[src/sv/sjc_pkg.sv]
// Package for the servo jog controller: field widths, angle constants,
// configuration register indexes and reset values. No dependencies.
package sjc_pkg;

    localparam int STICK_W = 7;
    localparam int ANGLE_W = 8;
    localparam int APB_AW  = 5;
    localparam int APB_DW  = 32;

    localparam logic [ANGLE_W-1:0] SERVO_MAX   = 8'd180;
    localparam logic [ANGLE_W-1:0] ANGLE_RESET = 8'd90;
    localparam logic [STICK_W-1:0] STICK_HIGH  = 7'd100;
    localparam logic [STICK_W-1:0] STICK_MID   = 7'd50;

    localparam logic [ANGLE_W-1:0] A_LO_RESET   = 8'd50;
    localparam logic [ANGLE_W-1:0] A_HI_RESET   = 8'd90;
    localparam logic [ANGLE_W-1:0] B_LO_RESET   = 8'd50;
    localparam logic [ANGLE_W-1:0] B_HI_RESET   = 8'd115;
    localparam logic [ANGLE_W-1:0] Z_HI_RESET   = 8'd180;
    localparam logic [ANGLE_W-1:0] Z_HOME_RESET = 8'd90;

    typedef enum logic [2:0] {
        CFG_A_LO   = 3'd0,
        CFG_A_HI   = 3'd1,
        CFG_B_LO   = 3'd2,
        CFG_B_HI   = 3'd3,
        CFG_Z_HI   = 3'd4,
        CFG_Z_HOME = 3'd5
    } t_cfg_idx;

endpackage

[src/sv/sjc_if.sv]
// Valid/ready channel interfaces for the servo jog controller:
// the control frame channel and the report channel. Uses sjc_pkg.
interface sjc_in_if;
    import sjc_pkg::*;
    logic               valid;
    logic               ready;
    logic [STICK_W-1:0] stick_x;
    logic [STICK_W-1:0] stick_y;
    logic               raise_button;
    logic               lower_button;
    logic               grip_button;
    logic               control_off;
    logic               home_request;

    modport source (output valid, stick_x, stick_y, raise_button, lower_button,
                    grip_button, control_off, home_request, input ready);
    modport sink   (input valid, stick_x, stick_y, raise_button, lower_button,
                    grip_button, control_off, home_request, output ready);
endinterface

interface sjc_out_if;
    import sjc_pkg::*;
    logic               valid;
    logic               ready;
    logic [ANGLE_W-1:0] report_a;
    logic [ANGLE_W-1:0] report_b;
    logic [ANGLE_W-1:0] report_z;
    logic [ANGLE_W-1:0] grip_drive;
    logic               grip_closed;

    modport source (output valid, report_a, report_b, report_z, grip_drive,
                    grip_closed, input ready);
    modport sink   (input valid, report_a, report_b, report_z, grip_drive,
                    grip_closed, output ready);
endinterface

[src/sv/servo_jog_controller_unit.sv]
// Servo jog controller top level: frame input register, jog/clamp/home
// logic, report register and APB register file. Uses sjc_pkg and sjc_if.
//
// Usage: control frames arrive on i_in (valid/ready), one report item per
// frame leaves on o_out (valid/ready). The limit registers sit on the APB
// port at byte addresses 0,4,..,20; data whose low byte is above 180 saturates
// to 180, writes beyond the last register are dropped. Write them only while idle.
// An accepted item is registered in the input register, then processed into
// the axis state registers, which also serve as the report register.
// Throughput: one item per cycle while o_out is not stalled; the axis state is
// read and updated in the single processing stage, so items chain without bubbles.
// Stall: when o_out.ready is low the report register holds, the input
// register still takes one more item, then i_in.ready drops until the
// report is taken. Nothing is lost or repeated.
// Reset (synchronous, active low): all axes and the gripper go to 90
// degrees, gripper toggle cleared, push button taken as released, status
// open, registers to their defaults, both pipeline stages empty.
module servo_jog_controller_unit (
    input  logic                       i_clk,
    input  logic                       i_rst_n,
    sjc_in_if.sink                     i_in,
    sjc_out_if.source                  o_out,
    input  logic                       psel,
    input  logic                       penable,
    input  logic                       pwrite,
    input  logic [sjc_pkg::APB_AW-1:0] paddr,
    input  logic [sjc_pkg::APB_DW-1:0] pwdata,
    output logic [sjc_pkg::APB_DW-1:0] prdata,
    output logic                       pready
);
    import sjc_pkg::*;

    // configuration registers
    logic [ANGLE_W-1:0] r_a_lo, r_a_hi, r_b_lo, r_b_hi, r_z_hi, r_z_home;
    logic [ANGLE_W-1:0] w_cfg_val;
    logic [2:0]         w_cfg_idx;
    logic               w_cfg_wr;

    // input stage
    logic               r_in_v;
    logic [STICK_W-1:0] r_sx, r_sy;
    logic               r_raise, r_lower, r_grip, r_ctl_off, r_home;

    // axis state
    logic [ANGLE_W-1:0] r_ang_a, r_ang_b, r_ang_z, r_grip_ang;
    logic               r_parity, r_last_grip, r_grip_stat;
    logic [ANGLE_W-1:0] n_ang_a, n_ang_b, n_ang_z, n_grip_ang;
    logic               n_parity, n_last_grip, n_grip_stat;

    // output stage
    logic               r_out_v;
    logic               w_adv;
    logic [ANGLE_W-1:0] w_g;

    function automatic logic [ANGLE_W-1:0] jog_axis(
        input logic [ANGLE_W-1:0] ang,
        input logic [STICK_W-1:0] stick,
        input logic [ANGLE_W-1:0] lo,
        input logic [ANGLE_W-1:0] hi
    );
        logic [STICK_W-1:0] s;
        logic [ANGLE_W-1:0] res;
        s   = (stick > STICK_HIGH) ? STICK_HIGH : stick;
        res = ang;
        if (s >= STICK_MID) begin
            if (ang < hi) begin
                if (s == STICK_HIGH) res = ang + 8'd1;
            end else begin
                res = hi;
            end
        end else begin
            if (ang > lo) begin
                if (s == '0) res = ang - 8'd1;
            end else begin
                res = lo;
            end
        end
        return res;
    endfunction

    // ---------------- APB ----------------
    assign pready    = 1'b1;
    assign w_cfg_wr  = psel && penable && pwrite;
    assign w_cfg_idx = paddr[4:2];
    assign w_cfg_val = (pwdata[ANGLE_W-1:0] > SERVO_MAX) ? SERVO_MAX
                                                         : pwdata[ANGLE_W-1:0];

    always_comb begin
        unique case (w_cfg_idx)
            CFG_A_LO:   prdata = {{(APB_DW-ANGLE_W){1'b0}}, r_a_lo};
            CFG_A_HI:   prdata = {{(APB_DW-ANGLE_W){1'b0}}, r_a_hi};
            CFG_B_LO:   prdata = {{(APB_DW-ANGLE_W){1'b0}}, r_b_lo};
            CFG_B_HI:   prdata = {{(APB_DW-ANGLE_W){1'b0}}, r_b_hi};
            CFG_Z_HI:   prdata = {{(APB_DW-ANGLE_W){1'b0}}, r_z_hi};
            CFG_Z_HOME: prdata = {{(APB_DW-ANGLE_W){1'b0}}, r_z_home};
            default:    prdata = '0;
        endcase
    end

    always_ff @(posedge i_clk) begin
        if (!i_rst_n) begin
            r_a_lo   <= A_LO_RESET;
            r_a_hi   <= A_HI_RESET;
            r_b_lo   <= B_LO_RESET;
            r_b_hi   <= B_HI_RESET;
            r_z_hi   <= Z_HI_RESET;
            r_z_home <= Z_HOME_RESET;
        end else if (w_cfg_wr) begin
            unique case (w_cfg_idx)
                CFG_A_LO:   r_a_lo   <= w_cfg_val;
                CFG_A_HI:   r_a_hi   <= w_cfg_val;
                CFG_B_LO:   r_b_lo   <= w_cfg_val;
                CFG_B_HI:   r_b_hi   <= w_cfg_val;
                CFG_Z_HI:   r_z_hi   <= w_cfg_val;
                CFG_Z_HOME: r_z_home <= w_cfg_val;
                default: ;
            endcase
        end
    end

    // ---------------- flow control ----------------
    assign w_adv      = r_in_v && (!r_out_v || o_out.ready);
    assign i_in.ready = !r_in_v || w_adv;

    // ---------------- frame processing ----------------
    always_comb begin
        n_ang_a     = r_ang_a;
        n_ang_b     = r_ang_b;
        n_ang_z     = r_ang_z;
        n_grip_ang  = r_grip_ang;
        n_parity    = r_parity;
        n_last_grip = r_last_grip;
        n_grip_stat = r_grip_stat;
        w_g         = r_ang_b;

        if (!r_ctl_off) begin
            // toggle on a press (falling edge of the active-low button)
            if (r_grip != r_last_grip) begin
                if (!r_grip) n_parity = !r_parity;
                n_last_grip = r_grip;
            end
            n_grip_ang  = n_parity ? '0 : SERVO_MAX;
            n_grip_stat = !n_parity;

            n_ang_z = jog_axis(r_ang_z, r_sx, '0, r_z_hi);
            n_ang_a = jog_axis(r_ang_a, r_sy, r_a_lo, r_a_hi);

            // lower step works on the raised copy, not on the clamp write
            if (!r_raise) begin
                if (w_g < r_b_hi) begin
                    w_g     = w_g + 8'd1;
                    n_ang_b = w_g;
                end else begin
                    n_ang_b = r_b_hi;
                end
            end
            if (!r_lower) begin
                if (w_g > r_b_lo) begin
                    n_ang_b = w_g - 8'd1;
                end else begin
                    n_ang_b = r_b_lo;
                end
            end
        end

        if (r_home) begin
            n_grip_ang = '0;
            n_ang_b    = r_b_hi;
            n_ang_a    = r_a_lo;
            n_ang_z    = r_z_home;
        end
    end

    always_ff @(posedge i_clk) begin
        if (!i_rst_n) begin
            r_in_v      <= 1'b0;
            r_out_v     <= 1'b0;
            r_ang_a     <= ANGLE_RESET;
            r_ang_b     <= ANGLE_RESET;
            r_ang_z     <= ANGLE_RESET;
            r_grip_ang  <= ANGLE_RESET;
            r_parity    <= 1'b0;
            r_last_grip <= 1'b1;
            r_grip_stat <= 1'b0;
        end else begin
            if (i_in.ready) r_in_v <= i_in.valid;
            if (w_adv) begin
                r_out_v     <= 1'b1;
                r_ang_a     <= n_ang_a;
                r_ang_b     <= n_ang_b;
                r_ang_z     <= n_ang_z;
                r_grip_ang  <= n_grip_ang;
                r_parity    <= n_parity;
                r_last_grip <= n_last_grip;
                r_grip_stat <= n_grip_stat;
            end else if (o_out.ready) begin
                r_out_v <= 1'b0;
            end
        end
    end

    // input payload register
    always_ff @(posedge i_clk) begin
        if (i_in.valid && i_in.ready) begin
            r_sx      <= i_in.stick_x;
            r_sy      <= i_in.stick_y;
            r_raise   <= i_in.raise_button;
            r_lower   <= i_in.lower_button;
            r_grip    <= i_in.grip_button;
            r_ctl_off <= i_in.control_off;
            r_home    <= i_in.home_request;
        end
    end

    // the state registers double as the report register
    assign o_out.valid       = r_out_v;
    assign o_out.report_a    = r_ang_a;
    assign o_out.report_b    = r_ang_b;
    assign o_out.report_z    = r_ang_z;
    assign o_out.grip_drive  = r_grip_ang;
    assign o_out.grip_closed = r_grip_stat;

endmodule

[src/flat_wrapper.sv]
// flat-port wrapper written by rule: the top's interface ports become plain ports
module servo_jog_controller_unit_flat import sjc_pkg::*;
  (i_clk, i_rst_n, psel, penable, pwrite, paddr, pwdata, prdata, pready, i_in_valid, i_in_stick_x, i_in_stick_y, i_in_raise_button, i_in_lower_button, i_in_grip_button, i_in_control_off, i_in_home_request, i_in_ready, o_out_valid, o_out_report_a, o_out_report_b, o_out_report_z, o_out_grip_drive, o_out_grip_closed, o_out_ready);
  sjc_in_if i_in_i ();
  sjc_out_if o_out_i ();
  input  logic i_clk;
  input  logic i_rst_n;
  input  logic psel;
  input  logic penable;
  input  logic pwrite;
  input  logic [sjc_pkg::APB_AW-1:0] paddr;
  input  logic [sjc_pkg::APB_DW-1:0] pwdata;
  output logic [sjc_pkg::APB_DW-1:0] prdata;
  output logic pready;
  input wire logic [$bits(i_in_i.valid)-1:0] i_in_valid;
  input wire logic [$bits(i_in_i.stick_x)-1:0] i_in_stick_x;
  input wire logic [$bits(i_in_i.stick_y)-1:0] i_in_stick_y;
  input wire logic [$bits(i_in_i.raise_button)-1:0] i_in_raise_button;
  input wire logic [$bits(i_in_i.lower_button)-1:0] i_in_lower_button;
  input wire logic [$bits(i_in_i.grip_button)-1:0] i_in_grip_button;
  input wire logic [$bits(i_in_i.control_off)-1:0] i_in_control_off;
  input wire logic [$bits(i_in_i.home_request)-1:0] i_in_home_request;
  output wire logic [$bits(i_in_i.ready)-1:0] i_in_ready;
  output wire logic [$bits(o_out_i.valid)-1:0] o_out_valid;
  output wire logic [$bits(o_out_i.report_a)-1:0] o_out_report_a;
  output wire logic [$bits(o_out_i.report_b)-1:0] o_out_report_b;
  output wire logic [$bits(o_out_i.report_z)-1:0] o_out_report_z;
  output wire logic [$bits(o_out_i.grip_drive)-1:0] o_out_grip_drive;
  output wire logic [$bits(o_out_i.grip_closed)-1:0] o_out_grip_closed;
  input wire logic [$bits(o_out_i.ready)-1:0] o_out_ready;
  assign i_in_i.valid = i_in_valid;
  assign i_in_i.stick_x = i_in_stick_x;
  assign i_in_i.stick_y = i_in_stick_y;
  assign i_in_i.raise_button = i_in_raise_button;
  assign i_in_i.lower_button = i_in_lower_button;
  assign i_in_i.grip_button = i_in_grip_button;
  assign i_in_i.control_off = i_in_control_off;
  assign i_in_i.home_request = i_in_home_request;
  assign i_in_ready = i_in_i.ready;
  assign o_out_valid = o_out_i.valid;
  assign o_out_report_a = o_out_i.report_a;
  assign o_out_report_b = o_out_i.report_b;
  assign o_out_report_z = o_out_i.report_z;
  assign o_out_grip_drive = o_out_i.grip_drive;
  assign o_out_grip_closed = o_out_i.grip_closed;
  assign o_out_i.ready = o_out_ready;
  servo_jog_controller_unit u_core (.i_clk(i_clk), .i_rst_n(i_rst_n), .i_in(i_in_i), .o_out(o_out_i), .psel(psel), .penable(penable), .pwrite(pwrite), .paddr(paddr), .pwdata(pwdata), .prdata(prdata), .pready(pready));
endmodule
[config.mk]
export PLATFORM = sky130hd
export DESIGN_NAME = servo_jog_controller_unit_flat
export DESIGN_NICKNAME = d
export VERILOG_FILES = /design/src/sv/sjc_pkg.sv /design/src/sv/sjc_if.sv /design/src/sv/servo_jog_controller_unit.sv /design/src/flat_wrapper.sv
export SDC_FILE = /design/constraint.sdc
export NUM_CORES = 1
export LEC_CHECK = 0
export BUFFER_PORTS_ARGS = -buffer_cell sky130_fd_sc_hd__buf_2
export CORE_MARGIN = 4
export CORE_UTILIZATION = 57
export CTS_BUF_LIST = sky130_fd_sc_hd__clkbuf_8
export DETAILED_ROUTE_END_ITERATION = 16
export MAX_ROUTING_LAYER = met4
export PLACE_DENSITY = 0.82
export SYNTH_ARGS = -nofsm -noshare
export SYNTH_HDL_FRONTEND = slang
export SYNTH_SLANG_ARGS = --single-unit
[constraint.sdc]
create_clock -name i_clk -period 9.7 [get_ports i_clk]
set_clock_uncertainty 0.15 [all_clocks]
set_input_delay 1.455 -clock i_clk [delete_from_list [all_inputs] [get_ports i_clk]]
set_output_delay 1.455 -clock i_clk [all_outputs]
set_load 0.02 [all_outputs]
==> flow_summary.toml <==
[run_status]
status = "completed"

[sta]
finalCritPeriodShare = 0.482
fin_crit_ns = 4.68
hold_slack_ns = 0.329
setup-violations-final = 0
drv_slew = 0
slew_headroom = 0.388
fin_setup_tns_ns = 0
grt_setup_unrepaired = "no"
hold_viol = 0
clock.fmax_mhz = 214
tightest_slew_ns = 0.917

[worst_setup_path]
crit_path_cell_trace = "inv_1, ha_1, a211o_1, a31oi_4, o311a_4, nand3b_1, xnor2_1, ha_1, a211oi_1, nor2_1, nor3_1, a21oi_1, a31o_2, o21bai_1, nor3_1, a311oi_1, o21ai_1"
crit_family = "compound AO/OA/AOI/OAI gates"
worstPathRequired_ns = 9.82
critPathBufInv = 1
cp_slowest_stage_delay_ns = 0.48
worstSetupPathType = "reg2reg"
cp-end-kind = "register"
start_kind = "register"
cp_slowest_cell = "dfxtp_1"
ff2ff_setup_slack_ns = 5.02
arrival_ns = 4.80
cp_max_fo = 9

[global_route]
grt_pass1_wl_um = 28300
antenna_found_initial = 0
globalRouteOverflowTotal = 0
grt_max_degree = 89
grt_pass1_vias = 5752
track_usage = 0.254

[synthesis]
synthTopCellsByCount = "107 x nand2_1, 80 x dfxtp_1, 55 x inv_1, 55 x o21ai_0, 44 x clkbuf_1"
netlist.area_leader.share = 0.230
postSynthCellCount = 862
synth-edff-count = 19
yosysTopAreaCell = "dfxtp_1"
syn_area_sq_mm = 0.00695
synth_seq_area_share = 0.313
yosys-top-cells-area = "dfxtp_1 23%, edfxtp_1 8.2%, ha_1 7.6%"
async_reset_ff_frac = 0
synth-warning-count = 0
synth-main-ff-cell = "dfxtp_1"
syn_avg_cell_area_sq_um = 8.06
yosysUniqueCellTypes = 73
synth_most_common_cell = "nand2_1"
ys_ff_latch = 99

[floorplan]
start_util = 0.581
core_sq_mm = 0.0120
io_pins = 131
die_area_sq_mm = 0.0140
die_y_um = 118
num_rows = 40
fp.dieW_um = 118

[hold_path]
hp-class = "reg2reg"

[clocking]
tritoncts = "yes"
cts_root_buf = "clkbuf_8"
cts_buffer_depth = 2
ctsHoldBuffers = 0
clock_sinks = 99
htree_levels = 3
numCtsBuffers = 9
cts_resized = 0
post_cts_buffers = 0
clk_pin_slew_ns = 0.09
clock_latency_ns = 0.38

[drt]
drtAntennaViolNets = 0
firstDrtPassIters = 6
wirelength_um = 17500
drcViolationCount = 0
wl_per_cell_um = 16.8
vias = 6354
avgViaCountPerCell = 6.08
drt-initial-drc-count = 541

[layout]
syn_to_final_growth_pct = 6.09
seqCellArea_sq_mm = 0.00217
antenna_cells = 0
fin_cells = 1045
multi_input_area_sq_mm = 0.00420
drive_gt1_frac = 0.130
fill_cells = 1107
nets = 998

[placed_design]
dp_hpwl_um = 12800
dp.cells = 1029
port_buffers = 78
routabilityCongestion = 0.986

[pwr]
p_leak_uw = 0.00327
p_per_area_mw_per_mm2 = 124
vdd_drop_max_uv = 90.4

[flow_run]
cap_violations = 0
-- state kept, by name, indices dropped and copies added, names as in the netlist, 3 cells and up --
register	cells
u_core.r_z_home	8
u_core.o_out.report_b	8
u_core.r_b_hi	8
u_core.r_a_lo	8
u_core.r_sx	7
u_core.r_b_lo	8
u_core.o_out.report_a	8
u_core.r_a_hi	8
u_core.r_z_hi	8
u_core.o_out.report_z	8
u_core.o_out.grip_drive	3
u_core.r_sy	7
-- worst min-delay path: cells and delay by family, from the launching register on --
family | cells | cell delay (ns)
AO/OA/AOI/OAI | 1 | 0.06
flip-flops | 1 | 0.34
AND/OR/NAND/NOR | 1 | 0.06
-- area by class of cell --
| type | count | share of cell area |
|---|---|---|
| timing repair buffer | 83 | 0.0580 |
| multi-input combinational | 645 | 0.569 |
| inverter | 55 | 0.0280 |
| clock buffer | 9 | 0.0168 |
| sequential | 99 | 0.295 |
| tap | 147 | 0.0249 |
| clock inverter | 7 | 0.00815 |
-- stage by stage --
stage	util	setup WS (ns)	total power, uW	area, sq um
6_report	0.616	5.02	911	7370
5_1_grt	0.616	4.65	956	7370
4_1_cts	0.616	5.06	912	7370
3_5_place_dp	0.601	5.07	657	7190
3_3_place_gp	0.601	5.15	653	7190
2_1_floorplan	-	5.40	614	7040
-- cell families (layout without fill, tap and decap cells) --
family,count (synthesis),after routing,synth area share
multiplexers,19,19,0.0293
adder cells (fa/ha/maj),43,43,0.0772
XOR/XNOR,42,42,0.0529
buffers and inverters,142,154,0.0963
other,2,26,0.00108
flip-flops,99,99,0.313
AO/OA/AOI/OAI,232,232,0.234
AND/OR/NAND/NOR,283,283,0.196
-- worst paths after layout --
| path | cells after the start | to | startpoint |
|---|---|---|---|
| setup / recovery | 17 | u_core.o_out.report_b[5] | u_core.r_b_hi[2] |
| hold / removal | 2 | u_core.o_out.grip_drive[4] | u_core.o_out.grip_drive[4] |
| setup reg to reg | 17 | u_core.o_out.report_b[5] | u_core.r_b_hi[2] |
| hold reg to reg | 2 | u_core.o_out.grip_drive[4] | u_core.o_out.grip_drive[4] |
-- report_power, final --
| group | leakage [uW] | internal, uW | switching, uW |
|---|---|---|---|
| clock | 0.0000997 | 117 | 144 |
| sequential | 0.000835 | 433 | 22.1 |
| combinational | 0.00233 | 71.1 | 124 |
| total | 0.00327 | 621 | 290 |
-- layer usage --
layer / vias to the layer above / part of all wire / GRT usage
li1: 3083 / - / -
met1: 2951 / 0.44 / 0.326
met2: 280 / 0.46 / 0.399
met3: 40 / 0.075 / 0.0373
met4: 0 / 0.029 / 0.112
met5: - / 0 / -
-- layout by cell type, fill, tap and decap left out, types with 6 or more instances in the layout --
master,n
nand2_1,107
inv_1,56
o21ai_0,55
nand2b_1,10
a21boi_0,6
dfxtp_1,80
o22ai_1,11
clkbuf_8,9
xnor2_1,23
or3_1,8
nor3_1,25
buf_2,78
edfxtp_1,19
a22oi_1,11
mux2i_1,17
and2_1,18
o311ai_0,6
a221oi_1,7
conb_1,26
nor2_1,43
a31oi_1,12
o2111ai_1,6
a21o_1,8
nor2b_1,15
ha_1,42
nand3_1,24
xor2_1,19
o211ai_1,29
a21oi_1,35
No activity file was read; power rests on OpenSTA's default activity.
